$ cat src/rtl/ssd_pkg.sv
// ----------------------------------------------------------------------------
// ssd_pkg
// Shared types and constants of the sprite stream zero-run decoder.
// ----------------------------------------------------------------------------
package ssd_pkg;

	localparam logic [7:0]  MAGIC_S = 8'h53;
	localparam logic [7:0]  MAGIC_P = 8'h50;
	localparam logic [15:0] VER_1_0 = 16'h0100;
	localparam logic [15:0] VER_1_1 = 16'h0101;
	localparam logic [15:0] VER_2_0 = 16'h0200;
	localparam logic [15:0] VER_2_1 = 16'h0201;

	typedef enum logic [4:0] {
		PH_MAG0  = 5'd0,
		PH_MAG1  = 5'd1,
		PH_VER0  = 5'd2,
		PH_VER1  = 5'd3,
		PH_PC0   = 5'd4,
		PH_PC1   = 5'd5,
		PH_RC0   = 5'd6,
		PH_RC1   = 5'd7,
		PH_PW0   = 5'd8,
		PH_PW1   = 5'd9,
		PH_PH0   = 5'd10,
		PH_PH1   = 5'd11,
		PH_RW0   = 5'd12,
		PH_RW1   = 5'd13,
		PH_RH0   = 5'd14,
		PH_RH1   = 5'd15,
		PH_ENC0  = 5'd16,
		PH_ENC1  = 5'd17,
		PH_RAW   = 5'd18,
		PH_COL   = 5'd19,
		PH_LEN   = 5'd20,
		PH_RGBA  = 5'd21,
		PH_DONE  = 5'd22,
		PH_HALT  = 5'd23
	} phase_t;

	typedef enum logic [2:0] {
		K_PSTART = 3'd0,
		K_RSTART = 3'd1,
		K_RUN    = 3'd2,
		K_PIX    = 3'd3,
		K_DONE   = 3'd4,
		K_ERR    = 3'd5
	} kind_t;

	typedef enum logic [1:0] {
		ERR_MAGIC   = 2'd0,
		ERR_VERSION = 2'd1,
		ERR_RUN     = 2'd2,
		ERR_SHORT   = 2'd3
	} err_t;

	typedef struct packed {
		logic [7:0] in_byte;
		logic       last_byte;
		logic       new_file;
	} in_item_t;

	typedef struct packed {
		kind_t       kind;
		logic [15:0] image_width;
		logic [15:0] image_height;
		logic [15:0] image_number;
		logic [7:0]  color_index;
		logic [7:0]  run_length;
		logic [31:0] rgba_value;
		logic        ends_image;
		logic [31:0] unfilled_pixels;
		logic        ends_file;
		err_t        error_code;
	} result_t;

endpackage

$ cat src/rtl/ssd_parse.sv
// ----------------------------------------------------------------------------
// ssd_parse
// Parser state and the single-byte update: takes one registered byte and
// gives the next state plus at most one result.
// ----------------------------------------------------------------------------
module ssd_parse import ssd_pkg::*; (
	input  logic     clk,
	input  logic     arst_n,
	input  logic     step,
	input  in_item_t item,
	output logic     have_res,
	output result_t  res
);

	phase_t      ph_q;
	logic        magic_ok_q;
	logic [1:0]  bpos_q;
	logic [15:0] ver_q, ptot_q, rtot_q, cnt_q, wid_q, hgt_q, enc_q;
	logic [31:0] pix_q;
	logic [23:0] part_q;

	phase_t      c_ph, n_ph;
	logic        c_magic_ok, n_magic_ok;
	logic [1:0]  c_bpos, n_bpos;
	logic [15:0] c_ver, c_ptot, c_rtot, c_cnt, c_wid, c_hgt, c_enc;
	logic [15:0] n_ver, n_ptot, n_rtot, n_cnt, n_wid, n_hgt, n_enc;
	logic [31:0] c_pix, n_pix;
	logic [23:0] c_part, n_part;

	// a new file starts from the reset state
	always_comb begin
		if (item.new_file) begin
			c_ph       = PH_MAG0;
			c_magic_ok = 1'b0;
			c_bpos     = '0;
			c_ver      = '0;
			c_ptot     = '0;
			c_rtot     = '0;
			c_cnt      = '0;
			c_wid      = '0;
			c_hgt      = '0;
			c_enc      = '0;
			c_pix      = '0;
			c_part     = '0;
		end else begin
			c_ph       = ph_q;
			c_magic_ok = magic_ok_q;
			c_bpos     = bpos_q;
			c_ver      = ver_q;
			c_ptot     = ptot_q;
			c_rtot     = rtot_q;
			c_cnt      = cnt_q;
			c_wid      = wid_q;
			c_hgt      = hgt_q;
			c_enc      = enc_q;
			c_pix      = pix_q;
			c_part     = part_q;
		end
	end

	// move to the next image of a group, or on to the rgba group or the file end
	logic [15:0] cnt_inc;
	phase_t      pal_ph, rgb_ph;
	logic [15:0] pal_cnt, rgb_cnt;
	logic        pal_done, rgb_done;

	assign cnt_inc = c_cnt + 16'd1;

	always_comb begin
		priority if (cnt_inc < c_ptot) begin
			pal_ph   = PH_PW0;
			pal_cnt  = cnt_inc;
			pal_done = 1'b0;
		end else if (c_rtot != '0) begin
			pal_ph   = PH_RW0;
			pal_cnt  = '0;
			pal_done = 1'b0;
		end else begin
			pal_ph   = PH_DONE;
			pal_cnt  = '0;
			pal_done = 1'b1;
		end
		rgb_done = !(cnt_inc < c_rtot);
		rgb_ph   = rgb_done ? PH_DONE : PH_RW0;
		rgb_cnt  = cnt_inc;
	end

	logic [7:0]  b;
	logic [7:0]  run_len;
	logic        err_now;
	logic        is_rgba;
	logic [15:0] ver_new;

	assign b       = item.in_byte;
	assign run_len = (b == '0) ? 8'd1 : b;
	assign ver_new = {b, c_ver[7:0]};
	assign is_rgba = (c_ph == PH_RH1);

	always_comb begin
		n_ph       = c_ph;
		n_magic_ok = c_magic_ok;
		n_bpos     = c_bpos;
		n_ver      = c_ver;
		n_ptot     = c_ptot;
		n_rtot     = c_rtot;
		n_cnt      = c_cnt;
		n_wid      = c_wid;
		n_hgt      = c_hgt;
		n_enc      = c_enc;
		n_pix      = c_pix;
		n_part     = c_part;
		have_res   = 1'b0;
		err_now    = 1'b0;
		res        = '0;

		unique case (c_ph)
			PH_MAG0: begin
				n_magic_ok = (b == MAGIC_S);
				n_ph       = PH_MAG1;
			end
			PH_MAG1: begin
				n_bpos = '0;
				if (!c_magic_ok || b != MAGIC_P) begin
					have_res       = 1'b1;
					res.kind       = K_ERR;
					res.error_code = ERR_MAGIC;
					n_ph           = PH_HALT;
					err_now        = 1'b1;
				end else begin
					n_ph = PH_VER0;
				end
			end
			PH_VER0: begin
				n_ver = {8'd0, b};
				n_ph  = PH_VER1;
			end
			PH_VER1: begin
				n_ver = ver_new;
				if (ver_new == VER_1_0 || ver_new == VER_1_1 ||
				    ver_new == VER_2_0 || ver_new == VER_2_1) begin
					n_ph = PH_PC0;
				end else begin
					have_res       = 1'b1;
					res.kind       = K_ERR;
					res.error_code = ERR_VERSION;
					n_ph           = PH_HALT;
					err_now        = 1'b1;
				end
			end
			PH_PC0: begin
				n_ptot = {8'd0, b};
				n_ph   = PH_PC1;
			end
			PH_RC0: begin
				n_rtot = {8'd0, b};
				n_ph   = PH_RC1;
			end
			PH_PC1, PH_RC1: begin
				if (c_ph == PH_PC1) begin
					n_ptot = {b, c_ptot[7:0]};
				end else begin
					n_rtot = {b, c_rtot[7:0]};
				end
				if (c_ph == PH_PC1 && c_ver >= VER_2_0) begin
					n_ph = PH_RC0;
				end else begin
					if (c_ph == PH_PC1) begin
						n_rtot = '0;
					end
					// enter the palette group, the rgba group if it is empty, or done if both are empty
					n_cnt = '0;
					priority if (n_ptot != '0) begin
						n_ph = PH_PW0;
					end else if (n_rtot != '0) begin
						n_ph = PH_RW0;
					end else begin
						n_ph          = PH_DONE;
						have_res      = 1'b1;
						res.kind      = K_DONE;
						res.ends_file = 1'b1;
					end
				end
			end
			PH_PW0, PH_RW0: begin
				n_wid = {8'd0, b};
				n_ph  = phase_t'(c_ph + 5'd1);
			end
			PH_PW1, PH_RW1: begin
				n_wid = {b, c_wid[7:0]};
				n_ph  = phase_t'(c_ph + 5'd1);
			end
			PH_PH0, PH_RH0: begin
				n_hgt = {8'd0, b};
				n_ph  = phase_t'(c_ph + 5'd1);
			end
			PH_PH1, PH_RH1: begin
				n_hgt = {b, c_hgt[7:0]};
				n_pix = {16'd0, n_wid} * {16'd0, n_hgt};
				priority if (n_wid == '0 || n_hgt == '0) begin
					// empty image: skipped, its number is used up
					n_ph  = is_rgba ? rgb_ph : pal_ph;
					n_cnt = is_rgba ? rgb_cnt : pal_cnt;
					if (is_rgba ? rgb_done : pal_done) begin
						have_res      = 1'b1;
						res.kind      = K_DONE;
						res.ends_file = 1'b1;
					end
				end else if (is_rgba) begin
					have_res         = 1'b1;
					res.kind         = K_RSTART;
					res.image_width  = n_wid;
					res.image_height = n_hgt;
					res.image_number = n_cnt;
					n_bpos           = '0;
					n_ph             = PH_RGBA;
				end else if (c_ver >= VER_2_1) begin
					n_ph = PH_ENC0;
				end else begin
					have_res         = 1'b1;
					res.kind         = K_PSTART;
					res.image_width  = n_wid;
					res.image_height = n_hgt;
					res.image_number = n_cnt;
					n_ph             = PH_RAW;
				end
			end
			PH_ENC0: begin
				n_enc = {8'd0, b};
				n_ph  = PH_ENC1;
			end
			PH_ENC1: begin
				n_enc            = {b, c_enc[7:0]};
				have_res         = 1'b1;
				res.kind         = K_PSTART;
				res.image_width  = n_wid;
				res.image_height = n_hgt;
				res.image_number = n_cnt;
				if (n_enc == '0) begin
					res.ends_image      = 1'b1;
					res.unfilled_pixels = n_pix;
					res.ends_file       = pal_done;
					n_ph                = pal_ph;
					n_cnt               = pal_cnt;
				end else begin
					n_ph = PH_COL;
				end
			end
			PH_RAW: begin
				have_res         = 1'b1;
				res.kind         = K_RUN;
				res.image_width  = n_wid;
				res.image_height = n_hgt;
				res.image_number = n_cnt;
				res.color_index  = b;
				res.run_length   = 8'd1;
				n_pix            = c_pix - 32'd1;
				if (n_pix == '0) begin
					res.ends_image      = 1'b1;
					res.unfilled_pixels = n_pix;
					res.ends_file       = pal_done;
					n_ph                = pal_ph;
					n_cnt               = pal_cnt;
				end
			end
			PH_COL: begin
				n_enc = c_enc - 16'd1;
				if (b == '0) begin
					n_ph = PH_LEN;
				end else begin
					have_res         = 1'b1;
					res.kind         = K_RUN;
					res.image_width  = n_wid;
					res.image_height = n_hgt;
					res.image_number = n_cnt;
					res.color_index  = b;
					res.run_length   = 8'd1;
					n_pix            = c_pix - 32'd1;
					if (n_pix == '0 || n_enc == '0) begin
						res.ends_image      = 1'b1;
						res.unfilled_pixels = n_pix;
						res.ends_file       = pal_done;
						n_ph                = pal_ph;
						n_cnt               = pal_cnt;
					end
				end
			end
			PH_LEN: begin
				// the encoded count holds at zero when the marker was the last encoded byte
				if (c_enc != '0) begin
					n_enc = c_enc - 16'd1;
				end
				if ({24'd0, run_len} > c_pix) begin
					have_res       = 1'b1;
					res.kind       = K_ERR;
					res.error_code = ERR_RUN;
					n_ph           = PH_HALT;
					err_now        = 1'b1;
				end else begin
					have_res         = 1'b1;
					res.kind         = K_RUN;
					res.image_width  = n_wid;
					res.image_height = n_hgt;
					res.image_number = n_cnt;
					res.run_length   = run_len;
					n_pix            = c_pix - {24'd0, run_len};
					if (n_pix == '0 || n_enc == '0) begin
						res.ends_image      = 1'b1;
						res.unfilled_pixels = n_pix;
						res.ends_file       = pal_done;
						n_ph                = pal_ph;
						n_cnt               = pal_cnt;
					end else begin
						n_ph = PH_COL;
					end
				end
			end
			PH_RGBA: begin
				if (c_bpos != 2'd3) begin
					n_part = {c_part[15:0], b};
					n_bpos = c_bpos + 2'd1;
				end else begin
					have_res         = 1'b1;
					res.kind         = K_PIX;
					res.image_width  = n_wid;
					res.image_height = n_hgt;
					res.image_number = n_cnt;
					res.rgba_value   = {c_part, b};
					n_bpos           = '0;
					n_part           = '0;
					n_pix            = c_pix - 32'd1;
					if (n_pix == '0) begin
						res.ends_image      = 1'b1;
						res.unfilled_pixels = n_pix;
						res.ends_file       = rgb_done;
						n_ph                = rgb_ph;
						n_cnt               = rgb_cnt;
					end
				end
			end
			PH_DONE: begin
			end
			default: begin
				n_ph = PH_HALT;
			end
		endcase

		// file ended before its structure was complete
		if (item.last_byte && !err_now && n_ph != PH_DONE && n_ph != PH_HALT) begin
			have_res       = 1'b1;
			res            = '0;
			res.kind       = K_ERR;
			res.error_code = ERR_SHORT;
			n_ph           = PH_HALT;
		end
	end

	always_ff @(posedge clk or negedge arst_n) begin
		if (!arst_n) begin
			ph_q       <= PH_MAG0;
			magic_ok_q <= 1'b0;
			bpos_q     <= '0;
			ver_q      <= '0;
			ptot_q     <= '0;
			rtot_q     <= '0;
			cnt_q      <= '0;
			wid_q      <= '0;
			hgt_q      <= '0;
			enc_q      <= '0;
			pix_q      <= '0;
			part_q     <= '0;
		end else if (step) begin
			ph_q       <= n_ph;
			magic_ok_q <= n_magic_ok;
			bpos_q     <= n_bpos;
			ver_q      <= n_ver;
			ptot_q     <= n_ptot;
			rtot_q     <= n_rtot;
			cnt_q      <= n_cnt;
			wid_q      <= n_wid;
			hgt_q      <= n_hgt;
			enc_q      <= n_enc;
			pix_q      <= n_pix;
			part_q     <= n_part;
		end
	end

endmodule

$ cat src/rtl/sprite_stream_zero_run_decoder.sv
// a byte is held in the input register and its result then goes into the result register
// throughput: one byte per cycle while the result register is not stalled, set by the
// single parser update between the input register and the result register
// reset: arst_n clears the parser to await the first magic byte and empties both registers
// ----------------------------------------------------------------------------
// sprite_stream_zero_run_decoder
// Byte-stream sprite file parser with zero-run palette decoding.
// ----------------------------------------------------------------------------
module sprite_stream_zero_run_decoder import ssd_pkg::*; (
	input  logic        clk,
	input  logic        arst_n,
	input  logic        in_valid,
	output logic        in_ready,
	input  logic [7:0]  in_byte,
	input  logic        last_byte,
	input  logic        new_file,
	output logic        out_valid,
	input  logic        out_ready,
	output logic [2:0]  kind,
	output logic [15:0] image_width,
	output logic [15:0] image_height,
	output logic [15:0] image_number,
	output logic [7:0]  color_index,
	output logic [7:0]  run_length,
	output logic [31:0] rgba_value,
	output logic        ends_image,
	output logic [31:0] unfilled_pixels,
	output logic        ends_file,
	output logic [1:0]  error_code
);

	logic     valid_s1;
	in_item_t item_s1;
	logic     out_valid_q;
	result_t  res_q;

	logic     advance;
	logic     step;
	logic     have_res;
	result_t  res;

	// the result register frees up when empty or being taken
	assign advance  = !out_valid_q || out_ready;
	assign step     = valid_s1 && advance;
	assign in_ready = !valid_s1 || advance;

	always_ff @(posedge clk or negedge arst_n) begin
		if (!arst_n) begin
			valid_s1    <= 1'b0;
			out_valid_q <= 1'b0;
		end else begin
			if (in_ready) begin
				valid_s1 <= in_valid;
			end
			if (advance) begin
				out_valid_q <= step && have_res;
			end
		end
	end

	always_ff @(posedge clk) begin
		if (in_ready && in_valid) begin
			item_s1 <= '{in_byte: in_byte, last_byte: last_byte, new_file: new_file};
		end
		if (step) begin
			res_q <= res;
		end
	end

	ssd_parse u_parse (
		.clk      (clk),
		.arst_n   (arst_n),
		.step     (step),
		.item     (item_s1),
		.have_res (have_res),
		.res      (res)
	);

	assign out_valid       = out_valid_q;
	assign kind            = res_q.kind;
	assign image_width     = res_q.image_width;
	assign image_height    = res_q.image_height;
	assign image_number    = res_q.image_number;
	assign color_index     = res_q.color_index;
	assign run_length      = res_q.run_length;
	assign rgba_value      = res_q.rgba_value;
	assign ends_image      = res_q.ends_image;
	assign unfilled_pixels = res_q.unfilled_pixels;
	assign ends_file       = res_q.ends_file;
	assign error_code      = res_q.error_code;

`ifndef SYNTHESIS
	a_run_fields_only_on_run: assert property (@(posedge clk) disable iff (!arst_n)
		out_valid && kind != K_RUN |-> run_length == 8'd0 && color_index == 8'd0)
		else $error("run fields set on a non-run result");

	a_run_length_nonzero: assert property (@(posedge clk) disable iff (!arst_n)
		out_valid && kind == K_RUN |-> run_length != 8'd0)
		else $error("palette run with zero length");

	a_error_ends_nothing: assert property (@(posedge clk) disable iff (!arst_n)
		out_valid && kind == K_ERR |-> !ends_image && !ends_file)
		else $error("error result marks an image or file end");

	a_file_end_source: assert property (@(posedge clk) disable iff (!arst_n)
		out_valid && ends_file |-> ends_image || kind == K_DONE)
		else $error("file end without image end or done");
`endif

endmodule

$ cat config.mk
export PLATFORM = sky130hd
export DESIGN_NAME = sprite_stream_zero_run_decoder
export DESIGN_NICKNAME = d
export VERILOG_FILES = /design/src/rtl/ssd_pkg.sv /design/src/rtl/ssd_parse.sv /design/src/rtl/sprite_stream_zero_run_decoder.sv
export SDC_FILE = /design/constraint.sdc
export NUM_CORES = 2
export LEC_CHECK = 0
export BUFFER_PORTS_ARGS = -buffer_cell sky130_fd_sc_hd__buf_2
export CAP_MARGIN = 20
export CELL_PAD_IN_SITES_DETAIL_PLACEMENT = 1
export CELL_PAD_IN_SITES_GLOBAL_PLACEMENT = 1
export CORE_MARGIN = 2
export CORE_UTILIZATION = 49
export DETAILED_ROUTE_END_ITERATION = 8
export PLACE_DENSITY_LB_ADDON = 0.1
export SLEW_MARGIN = 5
export SYNTH_ARGS = -nofsm -noshare
export SYNTH_HDL_FRONTEND = slang
export SYNTH_SLANG_ARGS = --single-unit
$ cat constraint.sdc
create_clock -name clk -period 9.7 [get_ports clk]
set_clock_uncertainty 0.1 [all_clocks]
set_input_delay 0.485 -clock clk [delete_from_list [all_inputs] [get_ports clk]]
set_output_delay 0.485 -clock clk [all_outputs]
set_load 0.005 [all_outputs]
Word-level counts from Yosys, hierarchy flattened. Index checks and enable logic that the tools add are counted.

Register bits: 323.

Mux-type cells: 125. Order comparisons: 5. $add $sub $neg: 6. Multipliers: 1. Equal/unequal tests: 31. Reductions and logical operators: 43. Bitwise operators: 1.

Operators by type and width (count): 16-bit two-way mux (28); 34-bit two-way mux (8); 48-bit one-hot mux with 5 select lines (1); 33-bit one-hot mux with 5 select lines (1); 16-bit one-hot mux with 2 select lines (5); 32-bit one-hot mux with 5 select lines (1); 48-bit two-way mux (3); 32-bit two-way mux (4); 16-bit one-hot mux with 7 select lines (1); 5-bit two-way mux (20); 16-bit zero test (5); 5-bit one-hot mux with 16 select lines (1); 24-bit two-way mux (3); 66-bit two-way mux (1); 32-bit zero test (2); 16-bit one-hot mux with 4 select lines (1); 16-bit nonzero test (4); 50-bit two-way mux (1); 49-bit two-way mux (1); 5-bit by 4-bit == test with 1-bit output, second input constant (8); 5-bit == test, second input constant (7); 16-bit by 10-bit == test with 1-bit output, second input constant (2); 16-bit by 9-bit == test with 1-bit output, second input constant (2); 16-bit by 10-bit >= comparator with 1-bit output, second input constant (2); other kinds (36) (100).

Logic depth before layout (Yosys ltp).
Word-level depth: 16. Gate-level depth with buffers: 35. Depth with buffers taken out: 27.

Hierarchy. A second synthesis with hierarchy kept.

Cell total of the unflattened synthesis: 3248. Area total of the unflattened synthesis: 28806.4 um2.

Modules (own cells, without submodules): ssd_parse (area each 24345.8 um2, cells each 3094, instances 1); sprite_stream_zero_run_decoder (area each 4460.5 um2, cells each 154, instances 1).

Worst setup path before layout. Ideal clock, no wire load.

Path kind: flip-flop to flip-flop. From: register item_s1[0] in the netlist's numbering. To: register u_parse.pix_q[26]. Setup time: 0.124 ns. Data arrival time: 7.850 ns. Data required time: 9.476 ns. Setup slack: 1.626 ns. Stages on the path, launching flop included: 34. Path buffers: 8. Path through: edfxtp_1 > clkbuf_1 > buf_1 > buf_1 > buf_1 > clkbuf_1 > buf_1 > clkbuf_1 > nor2b_1 > clkbuf_1 > nand2_1 > fa_1 > inv_1 > fa_1 > inv_1 > fa_1 > fa_1 > inv_1 > fa_1 > inv_1 > fa_1 > inv_1 > ha_1 > a21o_1 > a21o_1 > a21oi_1 > o21ai_0 > o21ai_0 > nand2_1 > a21oi_1 > xnor2_1 > a221oi_1 > a21oi_1 > a211o_1.

Cells in the longest elaborated chain, start to end: 4. Elaborated cells between the ends (all ways): 21. Those cells by class: add/sub: 2; mul: 1; order compare: 1; eq/ne: 7; mux: 9; reduce/logical: 1.

Ends and longest elaborated chain: start: declaration (line sprite_stream_zero_run_decoder.sv:33) `in_item_t item_s1;`; start signal: assignment (line sprite_stream_zero_run_decoder.sv:63) `item_s1 <= '{in_byte: in_byte, last_byte: last_byte, new_file: new_file};`; branches (longest 3 deep; another with 16-bit by 16-bit multiplier with 32-bit output); 32-bit one-hot mux with 5 select lines (*) (line ssd_parse.sv:116) `unique case (c_ph)`; end signal: assignment (line ssd_parse.sv:382) `pix_q <= n_pix;`; end: declaration (line ssd_parse.sv:19) `logic [31:0] pix_q;`.

Mark *: on every way between the ends. A chain may end at the register's enable or synchronous reset.

Final worst setup path.
From: register item_s1[7] in the netlist's numbering. To: register res_q (netlist bit unfilled_pixels[13]), data pin.

Cells in the longest elaborated chain, start to end: 12. Elaborated cells between the ends (all ways): 52. Those cells by class: add/sub: 1; order compare: 1; eq/ne: 7; mux: 27; reduce/logical: 16.

Ends and longest elaborated chain: branches (longest 12 deep; another with 32-bit by 8-bit subtractor with 32-bit output); end signal: assignment (line sprite_stream_zero_run_decoder.sv:66) `res_q <= res;`; end: declaration (line sprite_stream_zero_run_decoder.sv:35) `result_t res_q;`.

Several ways; the timed one is not identified. The select of a mux whose other input is x is not followed.

==> flow_summary.yaml <==
power_and_ir_drop:
  ir_drop_v: 0.000255
  leakagePower_uw: 0.0137
  power.density_nw_per_um2: 207
  power.total_uw: 6520
clock_network:
  htreeDepth: 2
  cts_buffer_depth: 3
  ctsResizeCount: 0
  post_cts_buffers: 0
  cts_tree: "done"
  cts_num_sinks: 323
  numCtsBuffers: 41
  cts_hold_buffers: 10
  root_buffer: "clkbuf_16"
  path_clk_slew_ps: 60
  clock_latency_ps: 610
timing:
  worst_slew_pin_slew_ps: 1170
  rsz0062_at_grt: "no"
  finalSetupTns_ps: 0
  setup_slack_ps: 1570
  min_period_over_period_pct: 83.8
  drv_slew: 0
  max_freq_mhz: 123
  setup_viol: 0
  relSlewSlack_pct: 20.9
  hold_viol: 0
  min_period_ps: 8130
  whs_ps: 43.6
die:
  io_pins: 151
  start_util_pct: 49.7
  die_x_um: 246
  placementRows: 88
  die_area_um2: 60600
  core_um2: 57800
  die_h_um: 246
yosys:
  synth.top_cell.area_share_pct: 15.5
  synth.area.top_cells: "dfrtp_1 15%, edfxtp_1 15%, fa_1 14%"
  synth_largest_area_cell: "dfrtp_1"
  syn_area_um2: 28800
  synth_edf_count: 145
  synthArstFlopShare_pct: 55.1
  seq_area_frac_synth_pct: 30.6
  syn_area_per_cell_um2: 8.67
  ys_types: 99
  synth-seq-cells: 323
  syn_inst: 3317
  synth_nets: 3680
  synth_warnings: 0
  yosys_most_used_dff: "dfrtp_1"
drt:
  drc_errors: 0
  wl_um: 120000
  vias_per_cell: 6.60
  drt_iter0_drc: 2659
  ant_nets: 0
  wl_per_cell_um: 28.9
  first_pass_iters: 8
  vias: 27300
grt:
  met1_usage_pct: 51.4
  grt_pass1_wl_um: 181000
  grt_overflow: 0
  antenna_found_initial: 6
  use_met3_pct: 7.22
  grt_max_degree: 126
  met2_usage_pct: 63.2
  grt.total_usage_pct: 39.5
  grt.busiest_layer: "met2"
  first_global_vias: 28800
place:
  io_buffers: 150
  gp_congestion: 0.990
  pre_cts_slack_ps: 1880
  dp_hpwl_um: 86700
cells_and_area:
  multi_input_area_um2: 17900
  regArea_um2: 8810
  nNetsFinal: 3704
  fillCellCount: 6792
  drive_gt1_share_pct: 9.78
  area_growth_pct: 9.63
critical_path:
  cp-end-kind: "register"
  cp.required_ps: 9900
  cp-start-kind: "register"
  arrival_ps: 8330
  path_max_fanout: 17
  crit_type: "register to register"
job:
  drv_cap: 0
hold_path:
  hold_class: "primary input to register"
status:
  outcome: "finished, final reports clean"
kinds of logic (layout without fill, tap and decap cells):
group | Yosys count | after routing | share of synthesized area, %
compound gates | 764 | 764 | 18.3
xor+xnor | 58 | 58 | 1.77
fa+ha+maj | 349 | 349 | 20.3
buf+inv | 527 | 583 | 7.17
flops | 323 | 323 | 30.6
mux | 8 | 8 | 0.283
other cells | 0 | 4 | 0
simple gates | 1288 | 1288 | 21.6
critical path: stages, from the launching register on:
cell,delay (ps)
edfxtp_1,760
nor4_1,740
nand3_1,740
nand2b_1,550
ha_1,250
fa_1,210
nor2b_1,70
o211a_1,280
o41ai_4,630
nand2_1,520
a221oi_1,890
a21oi_1,80
nand4_1,190
o41ai_4,170
and2_1,350
buf_4,270
a222oi_1,900
nor3_1,90
stage by stage:
stage               area (µm²)  util, %  std cells
floorplan                28800        -       3317
global placement         30000     51.9       4048
detailed placement       30000     51.9       4050
CTS                      31500     54.5       4135
global route             31500     54.5       4138
finish                   31500     54.5       4142
Yosys cell counts (all sizes together), types with 105 or more instances:
master and instances:
nand2 481, inv 287, nor2 276, o21ai 217
clkbuf 196, fa 195, dfrtp 178, ha 154
edfxtp 145, a21oi 122, nor3 109, and2 105
state kept, by name, indices dropped and copies added (netlist names), 24 cells and up:
| name | count |
|---|---|
| u_parse.pix_q | 32 |
| rgba_value | 32 |
| unfilled_pixels | 32 |
| u_parse.part_q | 24 |
final timing paths:
path,from,endpoint,slack [ps],cells past startpoint
max in group asynchronous,arst_n,u_parse.enc_q[1]$_DFFE_PN0P_,7610,3
min in group asynchronous,arst_n,u_parse.enc_q[9]$_DFFE_PN0P_,440,2
worst min register to register,u_parse.hgt_q[9]$_DFFE_PN0P_,u_parse.hgt_q[9]$_DFFE_PN0P_,390,2
worst max register to register,item_s1[7]$_DFFE_PP_,unfilled_pixels[13]$_SDFFCE_PP0P_,1570,17
worst min-delay path,new_file,item_s1[0]$_DFFE_PP_,40,1
worst max-delay path,item_s1[7]$_DFFE_PP_,unfilled_pixels[13]$_SDFFCE_PP0P_,1570,17
layer usage:
| layer | wire (µm) | part of all wire [%] |
|---|---|---|
| met5 | 13 | 0.011 |
| met4 | 6490 | 5.4 |
| met3 | 10100 | 8.4 |
| met2 | 55300 | 46 |
| met1 | 47800 | 40 |
power breakdown:
part / total, µW / switching, µW / internal (µW)
combinational: 2770 / 1940 / 828
sequential: 2160 / 418 / 1740
clock: 1600 / 695 / 902
placed cells by master (no fill, tap or decap), types with 23 or more instances in the layout:
cell type and count:
edfxtp_1 145, o21ai_1 24, xnor2_1 38, buf_4 56, and2_1 105, a21oi_1 122
a221oi_1 24, and3_1 27, ha_1 154, nand2_1 480, a22o_1 93, nor4_1 48
buf_2 149, nor2_1 275, a21o_1 24, fa_1 195, nand3_1 49, a22oi_1 43
dfrtp_1 178, o21a_1 23, clkbuf_16 41, o22ai_1 26, o21ai_0 191, nor2b_1 58
nor3_1 106, inv_1 285, nand2b_1 27
final cells by class:
cell class,count,share of cell area [%]
clock inverter,24,0.853
multi-input combinational,2467,56.9
sequential,323,27.9
clock buffer,51,3.50
tap,765,3.04
antenna,4,0.0318
inverter,288,3.45
timing repair buffer,220,4.25
(Power assumes the default switching activity.)
